File: src/rtl/assert_macros.svh
// ----------------------------------------------------------------------------
// assert_macros.svh
// Assertion macros shared by the block; define NO_ASSERTIONS to drop them.
// ----------------------------------------------------------------------------
`ifndef ASSERT_MACROS_SVH
`define ASSERT_MACROS_SVH

`ifndef NO_ASSERTIONS

// Clocked property, disabled while reset is high
`define DBDC_ASSERT(label, clk, rst, prop, msg) \
  label: assert property (@(posedge clk) disable iff (rst) prop) else $error(msg);

// Clocked property, checked during reset as well
`define DBDC_ASSERT_ALWAYS(label, clk, prop, msg) \
  label: assert property (@(posedge clk) prop) else $error(msg);

`else

`define DBDC_ASSERT(label, clk, rst, prop, msg)
`define DBDC_ASSERT_ALWAYS(label, clk, prop, msg)

`endif

`endif

File: src/rtl/dbdc_pkg.sv
// ----------------------------------------------------------------------------
// dbdc_pkg
// Types and constants of the dual beam direction counter.
// ----------------------------------------------------------------------------
package dbdc_pkg;

  localparam int DIST_W     = 14;
  localparam int CFG_IDX_W  = 3;
  localparam int CFG_DATA_W = 16;

  localparam logic [DIST_W-1:0] INVALID_DIST = 14'd15984;
  localparam logic [15:0]       MAX_WIDTH    = 16'd25000;
  localparam logic [10:0]       DIST_SCALE   = 11'd1124;
  localparam logic [14:0]       MIN_DIST     = 15'd32;
  localparam logic [14:0]       MAX_DIST     = 15'd6400;

  localparam logic [CFG_IDX_W-1:0] CFG_ENTER    = 3'd0;
  localparam logic [CFG_IDX_W-1:0] CFG_LEAVE    = 3'd1;
  localparam logic [CFG_IDX_W-1:0] CFG_TIMEOUT  = 3'd2;
  localparam logic [CFG_IDX_W-1:0] CFG_COOLDOWN = 3'd3;
  localparam logic [CFG_IDX_W-1:0] CFG_INVERT   = 3'd4;

  typedef struct packed {
    logic [15:0] echo_width_a;
    logic [15:0] echo_width_b;
    logic [31:0] time_ms;
  } in_t;

  typedef struct packed {
    logic [1:0]        crossing_event;
    logic [15:0]       occupancy_now;
    logic [31:0]       in_total;
    logic [31:0]       out_total;
    logic [DIST_W-1:0] filtered_a;
    logic [DIST_W-1:0] filtered_b;
    logic [2:0]        gate_state;
  } out_t;

  typedef struct packed {
    logic [DIST_W-1:0] enter_threshold;
    logic [DIST_W-1:0] leave_threshold;
    logic [15:0]       crossing_limit;
    logic [15:0]       rearm_gap;
    logic              swap_beams;
  } cfg_t;

  typedef struct packed {
    logic [DIST_W-1:0] dist_a;
    logic [DIST_W-1:0] dist_b;
    logic [31:0]       time_ms;
  } q_item_t;

endpackage

File: src/rtl/dbdc_front.sv
// ----------------------------------------------------------------------------
// dbdc_front
// Accepts requests and turns each echo width into a distance in 1/16 cm.
// ----------------------------------------------------------------------------
module dbdc_front (
  input  dbdc_pkg::in_t     in_data,
  input  logic              in_valid,
  output logic              in_stall,
  input  logic              q_full,
  output logic              push,
  output dbdc_pkg::q_item_t push_data
);
  import dbdc_pkg::*;

  function automatic logic [DIST_W-1:0] width_to_dist(input logic [15:0] w);
    logic [26:0] prod;
    logic [14:0] d;
    prod = 27'(w) * 27'(DIST_SCALE);
    d    = prod[26:12];
    if (w == 16'd0 || w >= MAX_WIDTH || d < MIN_DIST || d > MAX_DIST) begin
      return INVALID_DIST;
    end
    return d[DIST_W-1:0];
  endfunction

  assign in_stall = q_full;
  assign push     = in_valid && !q_full;

  always_comb begin
    push_data.dist_a  = width_to_dist(in_data.echo_width_a);
    push_data.dist_b  = width_to_dist(in_data.echo_width_b);
    push_data.time_ms = in_data.time_ms;
  end

endmodule

File: src/rtl/dbdc_queue.sv
// ----------------------------------------------------------------------------
// dbdc_queue
// Short first-word-fall-through queue between the front and the back.
// ----------------------------------------------------------------------------
`include "assert_macros.svh"

module dbdc_queue #(
  parameter int DEPTH = 2
) (
  input  logic              clk,
  input  logic              rst,
  input  logic              push,
  input  dbdc_pkg::q_item_t push_data,
  output logic              full,
  input  logic              pop,
  output logic              pop_valid,
  output dbdc_pkg::q_item_t pop_data
);
  import dbdc_pkg::*;

  localparam int PTR_W = (DEPTH > 1) ? $clog2(DEPTH) : 1;
  localparam int CNT_W = $clog2(DEPTH + 1);

  q_item_t          mem [DEPTH];
  logic [PTR_W-1:0] wr_ptr;
  logic [PTR_W-1:0] rd_ptr;
  logic [CNT_W-1:0] count;
  logic [CNT_W-1:0] count_next;

  assign full      = (count == CNT_W'(DEPTH));
  assign pop_valid = (count != '0);
  assign pop_data  = mem[rd_ptr];

  always_comb begin
    count_next = count;
    case ({push, pop})
      2'b10:   count_next = count + CNT_W'(1);
      2'b01:   count_next = count - CNT_W'(1);
      default: count_next = count;
    endcase
  end

  always_ff @(posedge clk) begin
    if (rst) begin
      wr_ptr <= '0;
      rd_ptr <= '0;
      count  <= '0;
    end else begin
      count <= count_next;
      if (push) begin
        wr_ptr <= (wr_ptr == PTR_W'(DEPTH - 1)) ? '0 : wr_ptr + PTR_W'(1);
      end
      if (pop) begin
        rd_ptr <= (rd_ptr == PTR_W'(DEPTH - 1)) ? '0 : rd_ptr + PTR_W'(1);
      end
    end
  end

  always_ff @(posedge clk) begin
    if (push) begin
      mem[wr_ptr] <= push_data;
    end
  end

  `DBDC_ASSERT(a_count_bound, clk, rst, count <= CNT_W'(DEPTH), "queue count beyond depth")
  `DBDC_ASSERT(a_pop_nonempty, clk, rst, pop |-> pop_valid, "pop from empty queue")
  `DBDC_ASSERT_ALWAYS(a_reset_empty, clk, rst |=> count == '0, "queue not empty after reset")

endmodule

File: src/rtl/dbdc_back.sv
// ----------------------------------------------------------------------------
// dbdc_back
// Median filter, blocked latch, direction state machine and counters.
// ----------------------------------------------------------------------------
`include "assert_macros.svh"

module dbdc_back (
  input  logic              clk,
  input  logic              rst,
  input  dbdc_pkg::cfg_t    cfg,
  input  logic              q_valid,
  input  dbdc_pkg::q_item_t q_data,
  output logic              pop,
  output logic              out_valid,
  input  logic              out_stall,
  output dbdc_pkg::out_t    out_data
);
  import dbdc_pkg::*;

  localparam logic [2:0] PH_IDLE     = 3'd0;
  localparam logic [2:0] PH_IN_A     = 3'd1;
  localparam logic [2:0] PH_IN_BOTH  = 3'd2;
  localparam logic [2:0] PH_IN_B     = 3'd3;
  localparam logic [2:0] PH_OUT_B    = 3'd4;
  localparam logic [2:0] PH_OUT_BOTH = 3'd5;
  localparam logic [2:0] PH_OUT_A    = 3'd6;

  localparam logic [1:0] EV_NONE = 2'd0;
  localparam logic [1:0] EV_IN   = 2'd1;
  localparam logic [1:0] EV_OUT  = 2'd2;

  localparam logic [1:0] SLOT_LAST = 2'd2;

  function automatic logic [DIST_W-1:0] mid3(input logic [DIST_W-1:0] x,
                                             input logic [DIST_W-1:0] y,
                                             input logic [DIST_W-1:0] z);
    if ((x <= y && y <= z) || (z <= y && y <= x)) begin
      return y;
    end
    if ((y <= x && x <= z) || (z <= x && x <= y)) begin
      return x;
    end
    return z;
  endfunction

  logic [DIST_W-1:0] history_a [3];
  logic [DIST_W-1:0] history_b [3];
  logic [DIST_W-1:0] hist_a_next [3];
  logic [DIST_W-1:0] hist_b_next [3];
  logic [1:0]        ring_slot;
  logic              blocked_a;
  logic              blocked_b;
  logic [2:0]        fsm_phase;
  logic [31:0]       phase_start_ms;
  logic [31:0]       last_count_ms;
  logic [15:0]       occupancy_reg;
  logic [31:0]       in_count;
  logic [31:0]       out_count;

  logic [DIST_W-1:0] da;
  logic [DIST_W-1:0] db;
  logic              blocked_a_next;
  logic              blocked_b_next;
  logic              x;
  logic              y;
  logic              timed_out;
  logic              cooling;
  logic [2:0]        phase_next;
  logic              start_phase;
  logic              count_in;
  logic              count_out;
  logic [1:0]        event_code;
  logic [15:0]       occupancy_next;
  logic [31:0]       in_count_next;
  logic [31:0]       out_count_next;
  logic [31:0]       now;

  assign pop = q_valid && (!out_valid || !out_stall);
  assign now = q_data.time_ms;

  always_comb begin
    for (int i = 0; i < 3; i++) begin
      hist_a_next[i] = (ring_slot == 2'(i)) ? q_data.dist_a : history_a[i];
      hist_b_next[i] = (ring_slot == 2'(i)) ? q_data.dist_b : history_b[i];
    end
  end

  assign da = mid3(hist_a_next[0], hist_a_next[1], hist_a_next[2]);
  assign db = mid3(hist_b_next[0], hist_b_next[1], hist_b_next[2]);

  assign blocked_a_next = blocked_a ? (da < cfg.leave_threshold) : (da < cfg.enter_threshold);
  assign blocked_b_next = blocked_b ? (db < cfg.leave_threshold) : (db < cfg.enter_threshold);

  assign x = cfg.swap_beams ? blocked_b_next : blocked_a_next;
  assign y = cfg.swap_beams ? blocked_a_next : blocked_b_next;

  assign timed_out = (now - phase_start_ms) > {16'd0, cfg.crossing_limit};
  assign cooling   = (now - last_count_ms) < {16'd0, cfg.rearm_gap};

  always_comb begin
    phase_next  = fsm_phase;
    start_phase = 1'b0;
    count_in    = 1'b0;
    count_out   = 1'b0;
    case (fsm_phase)
      PH_IN_A: begin
        if (x && y) phase_next = PH_IN_BOTH;
        else if (!x && !y) phase_next = PH_IDLE;
        else if (timed_out) phase_next = PH_IDLE;
      end
      PH_IN_BOTH: begin
        if (!x && y) phase_next = PH_IN_B;
        else if (x && !y) phase_next = PH_IN_A;
        else if (!x && !y) count_in = 1'b1;
        else if (timed_out) phase_next = PH_IDLE;
      end
      PH_IN_B: begin
        if (!x && !y) count_in = 1'b1;
        else if (x && y) phase_next = PH_IN_BOTH;
        else if (timed_out) phase_next = PH_IDLE;
      end
      PH_OUT_B: begin
        if (x && y) phase_next = PH_OUT_BOTH;
        else if (!x && !y) phase_next = PH_IDLE;
        else if (timed_out) phase_next = PH_IDLE;
      end
      PH_OUT_BOTH: begin
        if (x && !y) phase_next = PH_OUT_A;
        else if (!x && y) phase_next = PH_OUT_B;
        else if (!x && !y) count_out = 1'b1;
        else if (timed_out) phase_next = PH_IDLE;
      end
      PH_OUT_A: begin
        if (!x && !y) count_out = 1'b1;
        else if (x && y) phase_next = PH_OUT_BOTH;
        else if (timed_out) phase_next = PH_IDLE;
      end
      default: begin
        phase_next = PH_IDLE;
        if (!cooling && x && !y) begin
          phase_next  = PH_IN_A;
          start_phase = 1'b1;
        end else if (!cooling && y && !x) begin
          phase_next  = PH_OUT_B;
          start_phase = 1'b1;
        end
      end
    endcase
    if (count_in || count_out) begin
      phase_next = PH_IDLE;
    end
  end

  always_comb begin
    occupancy_next = occupancy_reg;
    in_count_next  = in_count;
    out_count_next = out_count;
    event_code     = EV_NONE;
    if (count_in) begin
      in_count_next = in_count + 32'd1;
      event_code    = EV_IN;
      if (occupancy_reg != 16'hFFFF) occupancy_next = occupancy_reg + 16'd1;
    end else if (count_out) begin
      out_count_next = out_count + 32'd1;
      event_code     = EV_OUT;
      if (occupancy_reg != 16'd0) occupancy_next = occupancy_reg - 16'd1;
    end
  end

  always_ff @(posedge clk) begin
    if (rst) begin
      for (int i = 0; i < 3; i++) begin
        history_a[i] <= INVALID_DIST;
        history_b[i] <= INVALID_DIST;
      end
      ring_slot      <= 2'd0;
      blocked_a      <= 1'b0;
      blocked_b      <= 1'b0;
      fsm_phase      <= PH_IDLE;
      phase_start_ms <= 32'd0;
      last_count_ms  <= 32'd0;
      occupancy_reg  <= 16'd0;
      in_count       <= 32'd0;
      out_count      <= 32'd0;
      out_valid      <= 1'b0;
    end else begin
      if (pop) begin
        for (int i = 0; i < 3; i++) begin
          history_a[i] <= hist_a_next[i];
          history_b[i] <= hist_b_next[i];
        end
        ring_slot     <= (ring_slot >= SLOT_LAST) ? 2'd0 : ring_slot + 2'd1;
        blocked_a     <= blocked_a_next;
        blocked_b     <= blocked_b_next;
        fsm_phase     <= phase_next;
        occupancy_reg <= occupancy_next;
        in_count      <= in_count_next;
        out_count     <= out_count_next;
        if (start_phase) phase_start_ms <= now;
        if (count_in || count_out) last_count_ms <= now;
        out_valid <= 1'b1;
      end else if (!out_stall) begin
        out_valid <= 1'b0;
      end
    end
  end

  always_ff @(posedge clk) begin
    if (pop) begin
      out_data.crossing_event <= event_code;
      out_data.occupancy_now  <= occupancy_next;
      out_data.in_total       <= in_count_next;
      out_data.out_total      <= out_count_next;
      out_data.filtered_a     <= da;
      out_data.filtered_b     <= db;
      out_data.gate_state     <= phase_next;
    end
  end

  `DBDC_ASSERT(a_idle_after_count, clk, rst,
               pop && (count_in || count_out) |=> fsm_phase == PH_IDLE,
               "phase not idle after a count")
  `DBDC_ASSERT(a_out_count_step, clk, rst,
               pop && count_out |=> out_count == $past(out_count) + 32'd1,
               "out total did not advance")
  `DBDC_ASSERT(a_hold_when_idle, clk, rst,
               !pop |=> $stable(occupancy_reg) && $stable(fsm_phase),
               "state moved without a request")

endmodule

File: src/rtl/dual_beam_direction_counter.sv
// ----------------------------------------------------------------------------
// dual_beam_direction_counter
// Two-beam doorway counter: distance conversion, median filter, hysteresis
// latch and a direction state machine that counts in and out crossings.
// ----------------------------------------------------------------------------
// The block takes one sample request per clock cycle, sustained, while the
// output is not stalled, and returns one result for every sample. A sample is
// converted as it is accepted and queued; the back end pops it once its output
// register is free and updates filter, latch, state machine and counters as
// it pops, registering the result with out_valid. The input stalls only while the
// queue of QUEUE_DEPTH entries is full, which happens only when the output is
// stalled. Write the configuration registers only while no sample is in flight.
// ----------------------------------------------------------------------------
module dual_beam_direction_counter #(
  parameter int QUEUE_DEPTH = 2
) (
  input  logic                                clk,
  input  logic                                rst,
  input  logic                                in_valid,
  output logic                                in_stall,
  input  dbdc_pkg::in_t                       in_data,
  output logic                                out_valid,
  input  logic                                out_stall,
  output dbdc_pkg::out_t                      out_data,
  input  logic                                cfg_we,
  input  logic [dbdc_pkg::CFG_IDX_W-1:0]      cfg_index,
  input  logic [dbdc_pkg::CFG_DATA_W-1:0]     cfg_data
);
  import dbdc_pkg::*;

  cfg_t    cfg;
  logic    push;
  q_item_t push_data;
  logic    q_full;
  logic    pop;
  logic    q_valid;
  q_item_t q_data;

  always_ff @(posedge clk) begin
    if (rst) begin
      cfg.enter_threshold <= 14'd1280;
      cfg.leave_threshold <= 14'd1600;
      cfg.crossing_limit  <= 16'd3000;
      cfg.rearm_gap       <= 16'd500;
      cfg.swap_beams      <= 1'b0;
    end else if (cfg_we) begin
      case (cfg_index)
        CFG_ENTER:    cfg.enter_threshold <= cfg_data[DIST_W-1:0];
        CFG_LEAVE:    cfg.leave_threshold <= cfg_data[DIST_W-1:0];
        CFG_TIMEOUT:  cfg.crossing_limit  <= cfg_data;
        CFG_COOLDOWN: cfg.rearm_gap       <= cfg_data;
        CFG_INVERT:   cfg.swap_beams      <= cfg_data[0];
        default:      ;
      endcase
    end
  end

  dbdc_front u_front (
    .in_data   (in_data),
    .in_valid  (in_valid),
    .in_stall  (in_stall),
    .q_full    (q_full),
    .push      (push),
    .push_data (push_data)
  );

  dbdc_queue #(
    .DEPTH (QUEUE_DEPTH)
  ) u_queue (
    .clk       (clk),
    .rst       (rst),
    .push      (push),
    .push_data (push_data),
    .full      (q_full),
    .pop       (pop),
    .pop_valid (q_valid),
    .pop_data  (q_data)
  );

  dbdc_back u_back (
    .clk       (clk),
    .rst       (rst),
    .cfg       (cfg),
    .q_valid   (q_valid),
    .q_data    (q_data),
    .pop       (pop),
    .out_valid (out_valid),
    .out_stall (out_stall),
    .out_data  (out_data)
  );

endmodule

File: config.mk
export PLATFORM = sky130hd
export DESIGN_NAME = dual_beam_direction_counter
export DESIGN_NICKNAME = d
export VERILOG_FILES = /design/src/rtl/dbdc_pkg.sv /design/src/rtl/dbdc_front.sv /design/src/rtl/dbdc_queue.sv /design/src/rtl/dbdc_back.sv /design/src/rtl/dual_beam_direction_counter.sv
export VERILOG_INCLUDE_DIRS = /design/src /design/src/rtl
export SDC_FILE = /design/constraint.sdc
export NUM_CORES = 2
export LEC_CHECK = 0
export BUFFER_PORTS_ARGS = -buffer_cell sky130_fd_sc_hd__buf_2
export CAP_MARGIN = 20
export CORE_ASPECT_RATIO = 0.75
export CORE_UTILIZATION = 35
export DETAILED_ROUTE_END_ITERATION = 8
export PLACE_DENSITY = 0.51
export SLEW_MARGIN = 20
export SYNTH_ARGS = -nofsm -noshare
export SYNTH_HDL_FRONTEND = slang
export SYNTH_HIERARCHICAL = 1
export SYNTH_SLANG_ARGS = --single-unit
File: constraint.sdc
create_clock -name clk -period 12.6 [get_ports clk]
set_input_delay 0 -clock clk [delete_from_list [all_inputs] [get_ports clk]]
set_output_delay 0 -clock clk [all_outputs]
set_load 0.05 [all_outputs]
==> run summary <==
The flip-flop count of the largest register after layout came out at 120. The critical path class is register to register. The worst slew margin relative to its limit came out at 0.244.

The global-route wire length before repair is 173000 um. The highest fanout seen on the critical path is 28. The floorplan step set the die height to 291 um. The detail route stage leaves a number of antenna-violating nets equal to 0. In this run the post-CTS setup repair buffer count came out at 0.

The count of distinct cell types in the synthesized netlist came out at 119. The flop and latch count out of synthesis is 535. The worst path in the final design needs a cycle of 9.86 ns, including I/O delays and setup. In this run, post-CTS hold repair placed 59 buffers. The peak clock frequency supported by timing is 101 MHz. The last weighted congestion value of the routability-driven placer is 0.915. The number of nets in the final layout is 4793.

The net switching power came out at 6.24 mW. In the final layout, the registers with the most flip-flops are u_queue/mem: 120 flops, u_back/out_data: 113 flops, cfg: 61 flops. The maximum cell stage delay along the critical path is 0.89 ns. The number of gates resized after CTS came out at 0. The critical path data required time came out at 13.13 ns.

Counting every net in the synthesized netlist gives 4669. During synthesis, Yosys emitted a total of 6 warnings. The pin count of the biggest net entering global routing is 84. Once layout is complete, the cells apart from fillers number 5785. The worst-case IR drop observed on VDD is 414 uV. Counting flops with an async set or reset pin after synthesis yields a share of 0. The final-report setup violation count came out at 0.

The total of fill cells in the finished design is 10900. STA classifies the critical path startpoint as a register. The period utilization came out at 0.783. Of the post-synthesis cell area, the dominant cell type holds 0.244.

In the final routed layout, each cell accounts on average for 19.4 um. After detailed routing, the number of remaining DRC violations is 0. The final design area excluding fillers is 43600 um^2. The internal cell power is 6.15 mW. From synthesis to final layout, the design area changed by 11.9%.

The ratio of total power to cell area came out at 284 nW/um^2. Counting every instance in the synthesized netlist gives 4168. In this run, placement finished with an instance count of 5618.

Among all stages on the critical path, the largest delay is contributed by o21a_1. At the pin with the least slew margin, the transition time is 1.13 ns. The number of clock sinks is 535. The number of endpoints with negative hold slack in the final report came out at 0. The initial utilization of the core area, before any placement, comes to 0.355. The total grt overflow came out at 0.

The number of top-level design ports is 203. The number of antenna violations at the first check in global routing came to 7. The worst hold path belongs to the class input port to register. The number of max-capacitance violations reported came out at 0. STA classifies the critical path endpoint as a register. The total negative slack came out at 0 ns. The maximum clock path buffer count is 3. The main flop type after synthesis is edfxtp_1. The aggregate global-route resource usage is 0.194. The overall via count from detail_route is 30700. Counting the buffers created by CTS gives 57. At the later pin of the worst-skew pair, clock insertion delay measures 0.65 ns. The number of port buffers came out at 202. The static power due to leakage came out at 17.5 nW. The clock transition at the register clock pins on the worst setup and hold paths after CTS came out at 0.06 ns. The flow ran to the end, and the final reports show no timing, DRC or antenna violations. For this run, the share of the core covered by cells in the final layout is 0.397.

The switching share of total power came out at 0.504. The mapped netlist covers 39000 um^2. The CTS root buffer is clkbuf_16. By area the synthesized netlist is led by edfxtp_1 24%, ha_1 12%, dfxtp_1 11%.

Using the TritonRoute via totals, the vias-per-cell ratio works out to 5.31. The sequential share of the synthesized area came out at 0.356. By instance count, the cell type seen most on the critical path is a21o_1. The estimated wirelength of the detail-placed design is 84300 um. The power share of the clock group is 0.152. After detailed placement, the total cell area comes to 41000 um^2.

After floorplanning, the core was sized to cover 110000 um^2. Measured along the x axis, the die boundary spans 387 um. The power share of the sequential group is 0.214. For this run, the detailed router's first-pass iteration total came to 5.

The ratio of cells with drive above 1 in the final layout came out at 0.110. The post-synthesis area per instance is 9.36 um^2. Summed over all layers, the routed wires come to 112000 um. The share of total power dissipated in combinational logic is 0.634. The number of global-route vias before repair came out at 28800. Row generation in the floorplan step produced 105 rows.

Setup repair after global routing left no endpoint under its margin. The synthesized design contains 317 enable-type register cells. The H-tree was split into 2 levels. The hold-critical path depth came out at 2. The critical path data arrival time came out at 10.39 ns. More flip-flops sit in one register than any other, and that register is u_queue/mem. The dominant cell type by area after synthesis is edfxtp_1.

The slack of the worst reg-to-reg path came out at 2.74 ns. The initial detailed-routing violation count came out at 2565. The die covers 113000 um^2. Hold is met by 0.0770 ns. The final-report max-slew violation count is 0. Between clock sinks in the finished design, the worst skew comes to 0.0275 ns.

TritonCTS built the clock tree. Measured in cells, the most critical reg-to-reg path has a length of 28.
placed cells by master, fill, tap and decap left out, drive strengths merged, types with 75 or more instances in the layout:
| cell type | synthesis | routed |
|---|---|---|
| buf | 107 | 233 |
| nor2 | 377 | 377 |
| dfxtp | 218 | 218 |
| o21ai | 158 | 158 |
| a21oi | 234 | 234 |
| mux2 | 75 | 75 |
| ha | 367 | 367 |
| edfxtp | 317 | 317 |
| mux2i | 227 | 227 |
| inv | 404 | 406 |
| xor2 | 77 | 77 |
| nand2b | 94 | 94 |
| nand2 | 273 | 273 |
| xnor2 | 161 | 161 |
| nand3 | 81 | 81 |
| a21o | 75 | 75 |
power by group through the flow:
stage	Clock, mW	Combinational (mW)	Sequential (mW)
CTS	1.93	7.77	2.66
global route	1.99	8.60	2.70
finish	1.88	7.86	2.66
detailed placement	0	7.71	2.69
global placement	0	7.74	2.70
floorplan	0	5.24	3.10
cell families (layout without fill, tap and decap cells):
| family | count (synthesis) | in the layout | synth area share |
|---|---|---|---|
| simple gates | 1230 | 1230 | 0.161 |
| compound gates | 809 | 809 | 0.137 |
| buf+inv | 633 | 805 | 0.0684 |
| flops | 535 | 535 | 0.356 |
| fa+ha+maj | 420 | 420 | 0.143 |
| mux | 303 | 303 | 0.0811 |
| xor+xnor | 238 | 238 | 0.0538 |
| other cells | 0 | 1 | 0 |
final timing paths:
path / startpoint / endpoint
setup / recovery: u_back/ring_slot[0]$_SDFFE_PP0P_ / u_back/occupancy_reg[13]$_SDFFE_PP0P_
hold reg to reg: cfg[40]$_SDFFE_PP0P_ / cfg[40]$_SDFFE_PP0P_
setup reg to reg: u_back/ring_slot[0]$_SDFFE_PP0P_ / u_back/occupancy_reg[13]$_SDFFE_PP0P_
hold / removal: in_data[24] / u_queue/mem[1][24]$_DFFE_PP_
critical path, delay by kind of cell (launching register included):
| family | cells | cell delay (ns) |
|---|---|---|
| flip-flops | 1 | 0.74 |
| AO/OA/AOI/OAI | 13 | 3.80 |
| AND/OR/NAND/NOR | 7 | 2.85 |
| buffers and inverters | 3 | 0.85 |
| multiplexers | 3 | 0.91 |
| adder cells (fa/ha/maj) | 2 | 0.54 |
metrics by stage:
| stage | worst slack (ns) | power, mW |
|---|---|---|
| floorplan | 4.95 | 8.34 |
| global placement | 3.16 | 10.4 |
| detailed placement | 2.96 | 10.4 |
| CTS | 2.91 | 12.4 |
| global route | 2.12 | 13.3 |
| finish | 2.74 | 12.4 |
area by class of cell:
type	count	area, um^2	share of cell area
clock inverters	43	606	0.0139
clock buffers	64	1470	0.0337
diodes	1	2.50	0.0000573
repair buffers	293	1850	0.0424
flip-flops and latches	535	13900	0.318
multi-input cells	3000	22500	0.515
well taps	1444	1810	0.0414
inverters	405	1530	0.0350
routing by layer:
layer  wire (um)  vias to the layer above  part of all wire  GRT usage
li1            -                    15100                 -          -
met1       58900                    14600              0.53      0.309
met3        7160                      101             0.064     0.0301
met4        1450                        2             0.013     0.0299
met2       44500                      914              0.40      0.273
met5           8                        -          0.000071          0
synthesized netlist by cell type (37+ instances only):
library cell	instances
o211ai_1	37
nor2_1	376
mux2i_1	224
clkbuf_1	121
nand2_1	273
nand4_1	62
dfxtp_1	218
mux2_2	72
o21ai_0	154
nand3_1	79
nor3_1	66
inv_1	402
edfxtp_1	317
xnor2_1	160
fa_1	46
xor2_1	76
a21oi_1	232
ha_1	367
buf_4	44
nand2b_1	91
a21o_1	75
No activity file was read; power rests on OpenSTA's default activity.
